## config.mk

```make
export PLATFORM = sky130hd
export DESIGN_NAME = osw_bound
export DESIGN_NICKNAME = d
export VERILOG_FILES = /design/src/rtl/osw_pkg.sv /design/src/rtl/osw_bound.sv
export SDC_FILE = /design/constraint.sdc
export NUM_CORES = 2
export LEC_CHECK = 0
export ABC_AREA = 0
export BUFFER_PORTS_ARGS = -buffer_cell sky130_fd_sc_hd__buf_2
export CORE_AREA = 2 2 347 349
export CTS_CLUSTER_DIAMETER = 120
export DETAILED_ROUTE_END_ITERATION = 6
export DIE_AREA = 0 0 349 351
export PLACE_DENSITY = 0.59
export REMOVE_ABC_BUFFERS = 1
export SLEW_MARGIN = 10
export SYNTH_ARGS = -nofsm -noshare
export SYNTH_HDL_FRONTEND = slang
export SYNTH_SLANG_ARGS = --single-unit
```

## constraint.sdc

```tcl
create_clock -name clk_i -period 11.6 [get_ports clk_i]
set_input_delay 1.16 -clock clk_i [delete_from_list [all_inputs] [get_ports clk_i]]
set_output_delay 1.16 -clock clk_i [all_outputs]
set_load 0.02 [all_outputs]
```

## src/rtl/osw_pkg.sv

```systemverilog
package osw_pkg;

  // fixed widths of the datapath
  localparam int unsigned ExtW   = 31;  // unsigned Q15.16 extent
  localparam int unsigned QuatW  = 16;  // signed Q2.14 quaternion part
  localparam int unsigned CrdW   = 32;  // signed Q16.16 coordinate
  localparam int unsigned SqW    = 32;  // product of two quaternion parts
  localparam int unsigned MatW   = 34;  // signed rotation entry, Q.28
  localparam int unsigned MagW   = 33;  // magnitude of a rotation entry, up to 2^32
  localparam int unsigned HalfW  = 33;  // half size, Q.17
  localparam int unsigned HalfLoW = 17; // low slice of a half size per multiplier
  localparam int unsigned HalfHiW = HalfW - HalfLoW;
  localparam int unsigned PlW    = MagW + HalfLoW;
  localparam int unsigned PhW    = MagW + HalfHiW;
  localparam int unsigned ProdW  = MagW + HalfW;  // |m| * h, Q.45
  localparam int unsigned SumW   = ProdW + 2;     // three products plus bias
  localparam int unsigned RndShift = 29;          // Q.45 to Q16.16
  localparam int unsigned RadW   = SumW - RndShift;
  localparam int unsigned EdgeW  = RadW + 2;      // pos +/- radius, signed

  typedef enum logic [2:0] {
    SHAPE_BOX      = 3'd0,
    SHAPE_SPHERE   = 3'd1,
    SHAPE_CAPSULE  = 3'd2,
    SHAPE_CYLINDER = 3'd3,
    SHAPE_NONE     = 3'd4
  } shape_kind_e;

  typedef struct packed {
    logic [2:0]              shape_kind;
    logic [ExtW-1:0]         ext_a;
    logic [ExtW-1:0]         ext_b;
    logic [ExtW-1:0]         ext_c;
    logic signed [QuatW-1:0] quat_x;
    logic signed [QuatW-1:0] quat_y;
    logic signed [QuatW-1:0] quat_z;
    logic signed [QuatW-1:0] quat_w;
    logic signed [CrdW-1:0]  pos_x;
    logic signed [CrdW-1:0]  pos_y;
    logic signed [CrdW-1:0]  pos_z;
  } in_req_t;

  typedef struct packed {
    logic [2:0][2:0][MagW-1:0] mag;
    logic [2:0][HalfW-1:0]     half;
    logic [2:0][CrdW-1:0]      pos;
  } mat_t;

  typedef struct packed {
    logic [2:0][2:0][ProdW-1:0] prod;
    logic [2:0][CrdW-1:0]       pos;
  } prod_t;

  typedef struct packed {
    logic signed [CrdW-1:0] min_x;
    logic signed [CrdW-1:0] min_y;
    logic signed [CrdW-1:0] min_z;
    logic signed [CrdW-1:0] max_x;
    logic signed [CrdW-1:0] max_y;
    logic signed [CrdW-1:0] max_z;
  } out_rsp_t;

endpackage

```

## src/rtl/osw_bound.sv

```systemverilog
module osw_bound (
  input  logic              clk_i,
  input  logic              rst_ni,
  input  logic              in_valid_i,
  output logic              in_ready_o,
  input  osw_pkg::prod_t    in_prod_i,
  output logic              out_valid_o,
  input  logic              out_ready_i,
  output osw_pkg::out_rsp_t out_rsp_o
);
  import osw_pkg::*;

  localparam logic [SumW-1:0] RndBias = SumW'(1) << (RndShift - 1);
  localparam logic [CrdW-1:0] SatMax  = {1'b0, {(CrdW-1){1'b1}}};
  localparam logic [CrdW-1:0] SatMin  = {1'b1, {(CrdW-1){1'b0}}};

  // stage e: rounded radius per axis
  logic                  e_valid_q, e_ready;
  logic [2:0][SumW-1:0]  sum;
  logic [2:0][RadW-1:0]  rad_d, rad_q;
  logic [2:0][CrdW-1:0]  pos_q;

  // stage f: output register
  logic                  f_valid_q, f_ready;
  logic [2:0][EdgeW-1:0] lo_v, hi_v;
  logic [2:0][CrdW-1:0]  lo_s, hi_s;
  out_rsp_t              rsp_d, rsp_q;

  assign f_ready    = !f_valid_q || out_ready_i;
  assign e_ready    = !e_valid_q || f_ready;
  assign in_ready_o = e_ready;

  function automatic logic [CrdW-1:0] sat(input logic [EdgeW-1:0] v);
    if (v[EdgeW-1:CrdW-1] == '0 || v[EdgeW-1:CrdW-1] == '1) begin
      sat = v[CrdW-1:0];
    end else if (v[EdgeW-1]) begin
      sat = SatMin;
    end else begin
      sat = SatMax;
    end
  endfunction

  // row sum of |m| * h, round half up to Q16.16
  always_comb begin
    for (int i = 0; i < 3; i++) begin
      sum[i] = SumW'(in_prod_i.prod[i][0]) + SumW'(in_prod_i.prod[i][1])
             + SumW'(in_prod_i.prod[i][2]) + RndBias;
      rad_d[i] = sum[i][SumW-1:RndShift];
    end
  end

  always_ff @(posedge clk_i or negedge rst_ni) begin
    if (!rst_ni) begin
      e_valid_q <= 1'b0;
    end else if (e_ready) begin
      e_valid_q <= in_valid_i;
    end
  end

  always_ff @(posedge clk_i) begin
    if (e_ready && in_valid_i) begin
      rad_q <= rad_d;
      pos_q <= in_prod_i.pos;
    end
  end

  // pos -/+ radius, saturated to 32 bits
  always_comb begin
    for (int i = 0; i < 3; i++) begin
      lo_v[i] = {{(EdgeW-CrdW){pos_q[i][CrdW-1]}}, pos_q[i]} - {2'b00, rad_q[i]};
      hi_v[i] = {{(EdgeW-CrdW){pos_q[i][CrdW-1]}}, pos_q[i]} + {2'b00, rad_q[i]};
      lo_s[i] = sat(lo_v[i]);
      hi_s[i] = sat(hi_v[i]);
    end
    rsp_d.min_x = lo_s[0];
    rsp_d.min_y = lo_s[1];
    rsp_d.min_z = lo_s[2];
    rsp_d.max_x = hi_s[0];
    rsp_d.max_y = hi_s[1];
    rsp_d.max_z = hi_s[2];
  end

  always_ff @(posedge clk_i or negedge rst_ni) begin
    if (!rst_ni) begin
      f_valid_q <= 1'b0;
    end else if (f_ready) begin
      f_valid_q <= e_valid_q;
    end
  end

  always_ff @(posedge clk_i) begin
    if (f_ready && e_valid_q) begin
      rsp_q <= rsp_d;
    end
  end

  assign out_valid_o = f_valid_q;
  assign out_rsp_o   = rsp_q;

endmodule

```

==> results.py <==
metrics = {
    "status": {
        "status": "finished, final reports clean",
    },
    "timing": {
        "rsz0062_at_grt": "no",
        "tns_ns": 0,
        "fin_crit_sh_pct": 49.6,
        "finalHoldViolations": 0,
        "setup_viol": 0,
        "clock.fmax_mhz": 174,
        "slew_headroom_pct": 29.3,
        "finClkSkew_ns": 0.0409,
        "max_slew.worst_pin.slew_ns": 1.06,
        "min_period_ns": 5.76,
        "finalMaxSlewViolations": 0,
    },
    "worst_setup_path": {
        "critPathKind": "flop to flop",
        "worst-path-max-fanout": 21,
        "ff2ff_path_depth": 15,
        "endpoint_kind": "flop",
        "cp-start-kind": "flop",
        "cp.arrival_ns": 6.07,
        "crit_required_ns": 11.91,
    },
    "floorplan": {
        "core_area_sq_um": 119000,
        "num_rows": 127,
        "die_h_um": 351,
        "ios": 888,
        "die_x_um": 349,
        "start_util_pct": 37.8,
        "dieArea_sq_um": 122000,
    },
    "clock_network": {
        "cts_tree": "done",
        "htree_levels": 2,
        "post_cts_buffers": 0,
        "cts_resized": 0,
        "cts_made_buffers": 48,
        "cts_hold_buf": 0,
        "cts.sinks": 407,
        "clk_pin_slew_ns": 0.06,
        "clockBufferDepth": 3,
        "insertion_delay_ns": 0.65,
        "clockRootBuffer": "clkbuf_16",
    },
    "logic_synthesis": {
        "synth_top_area_cell": "edfxtp_1",
        "async_reset_ff_share_pct": 0.491,
        "yosysSeqAreaShare_pct": 27.1,
        "syn_inst": 5107,
        "synth_top_area_share_pct": 27.0,
        "synth_edf_count": 405,
        "syn_area_per_cell_sq_um": 8.81,
        "synth_cell_type_count": 93,
        "ys_seq_elements": 407,
        "netlist_area_sq_um": 45000,
        "synth_area_leaders": "edfxtp_1, ha_1, fa_1",
        "synthFlopType": "edfxtp_1",
        "ys_warn_count": 0,
    },
    "route": {
        "num_vias": 39353,
        "drt-pass1-iter-count": 5,
        "wl_um": 156000,
        "drt_iter0_drc": 2772,
        "wl_per_cell_um": 20.8,
        "drc": 0,
        "detail-route-antenna-nets": 0,
        "viasPerCell": 5.24,
    },
    "global_route": {
        "overflow": 0,
        "antenna_found_initial": 23,
        "grt_pass1_wl_um": 231000,
        "grt_max_degree": 67,
        "grt.total_usage_pct": 24.8,
        "grt_pass1_vias": 38796,
    },
    "power": {
        "power_frac_seq_pct": 23.7,
        "p_total_mw": 9.26,
        "pwr-share-clk_pct": 16.6,
        "power.switching_mw": 4.32,
        "comb_power_share_pct": 59.7,
        "powerDensity_nw_per_um2": 176,
        "p_sw_share_pct": 46.6,
        "p_int_mw": 4.94,
        "irDropWorstVdd_mv": 0.117,
        "p_leak_nw": 26.3,
    },
    "finish": {
        "mostFrequentLayoutCells": "inv_1, buf_2, ha_1",
        "layout-drive-gt1-share_pct": 17.7,
        "nets": 7435,
        "syn2layout_area_growth_pct": 16.8,
        "final_common_cell": "inv_1",
    },
    "flow_run": {
        "cap_violations": 0,
    },
    "placed_design": {
        "port_buffers": 887,
        "gp_congestion": 0.942,
        "hpwl_um": 133000,
    },
    "min_path": {
        "min_path_type": "input port to asynchronous set/reset pin",
    },
}
## worst max-delay path: stages, from the launching register on
cell and delay (ns):
edfxtp_1 0.40, inv_1 0.07, ha_1 0.16, inv_1 0.06, fa_1 0.43, a211oi_1 0.33, o211a_1 0.29, o31ai_1 0.15
a31oi_1 0.54, o21ai_0 0.32, a21boi_0 0.40, o21bai_1 0.13, xnor2_1 0.39, nand4_1 0.53, nand2_1 0.88, a21oi_1 0.33
## power groups by stage
stage | sequential [mW] | combinational (mW) | clock, mW
finish | 2.19 | 5.53 | 1.53
global route | 2.22 | 6.07 | 1.64
CTS | 2.20 | 5.48 | 1.59
detailed placement | 2.23 | 5.44 | 0
global placement | 2.22 | 5.44 | 0
floorplan | 2.32 | 3.61 | 0
## path summary, 6_finish.rpt
kind,from,end,slack (ns)
hold / removal,rst_ni,out_valid_o,0.28
setup reg to reg,pos_q[64],out_rsp_o[104],5.84
max in group asynchronous,rst_ni,e_valid_q,11.22
hold reg to reg,e_valid_q,out_valid_o,0.50
setup / recovery,pos_q[64],out_rsp_o[104],5.84
min in group clk_i,e_valid_q,out_valid_o,0.50
## cells in the mapped netlist (all sizes together) (78+ instances only)
cell	n
ha	624
o21ai	224
edfxtp	405
nand2	218
a21o	160
fa	201
nor2	309
clkbuf	111
xnor2	240
inv	1022
nand3	78
a21oi	498
## per-stage QoR
step                      util, %  worst slack [ns]  area (sq um)  std cells  hold WS [ns]
after floorplan                 -              4.69         44400       4956         0.449
after global placement       42.8              5.24         51000       7414         0.465
after detailed placement     42.8              5.28         51000       7414         0.489
after CTS                    44.2              5.97         52600       7501         0.229
after global routing         44.2              5.56         52600       7504         0.248
final                        44.2              5.84         52600       7507         0.283
## metal layers
layer / vias up / track usage (%) / wire length [um]
met3: 224 / 3.25 / 8310
met5: - / 0 / 58
met4: 10 / 8.80 / 6140
met2: 1259 / 41.8 / 73700
li1: 19166 / - / -
met1: 18694 / 32.5 / 68200
## final cells by class
type / instances / area [sq um]
multi-input combinational: 3522 / 28400
sequential: 407 / 12200
timing repair buffer: 910 / 4610
antenna: 6 / 15.0
clock buffer: 55 / 1250
clock inverter: 32 / 328
fill: 11897 / 66400
tap: 1548 / 1940
inverter: 1027 / 3850
## registers in the layout, summed over array words and instances (netlist names)
signal       count
out_rsp_o      192
rad_q          117
e_valid_q        1
out_valid_o      1
pos_q           96
## cells by family (layout without fill, tap and decap cells)
family                     count (synthesis)  after routing  share of synthesized area (%)
AOI/OAI and AO/OA                       1365           1365                           19.3
buffers and inverters                   1178           2024                           9.96
and+or+nand+nor                         1016           1016                           11.1
adders and majority gates                825            825                           26.3
DFF                                      407            407                           27.1
xor gates and xnor gates                 308            308                           5.99
muxes                                      8              8                          0.183
other                                      0              6                              0
Power figures use the tool's default switching activity.
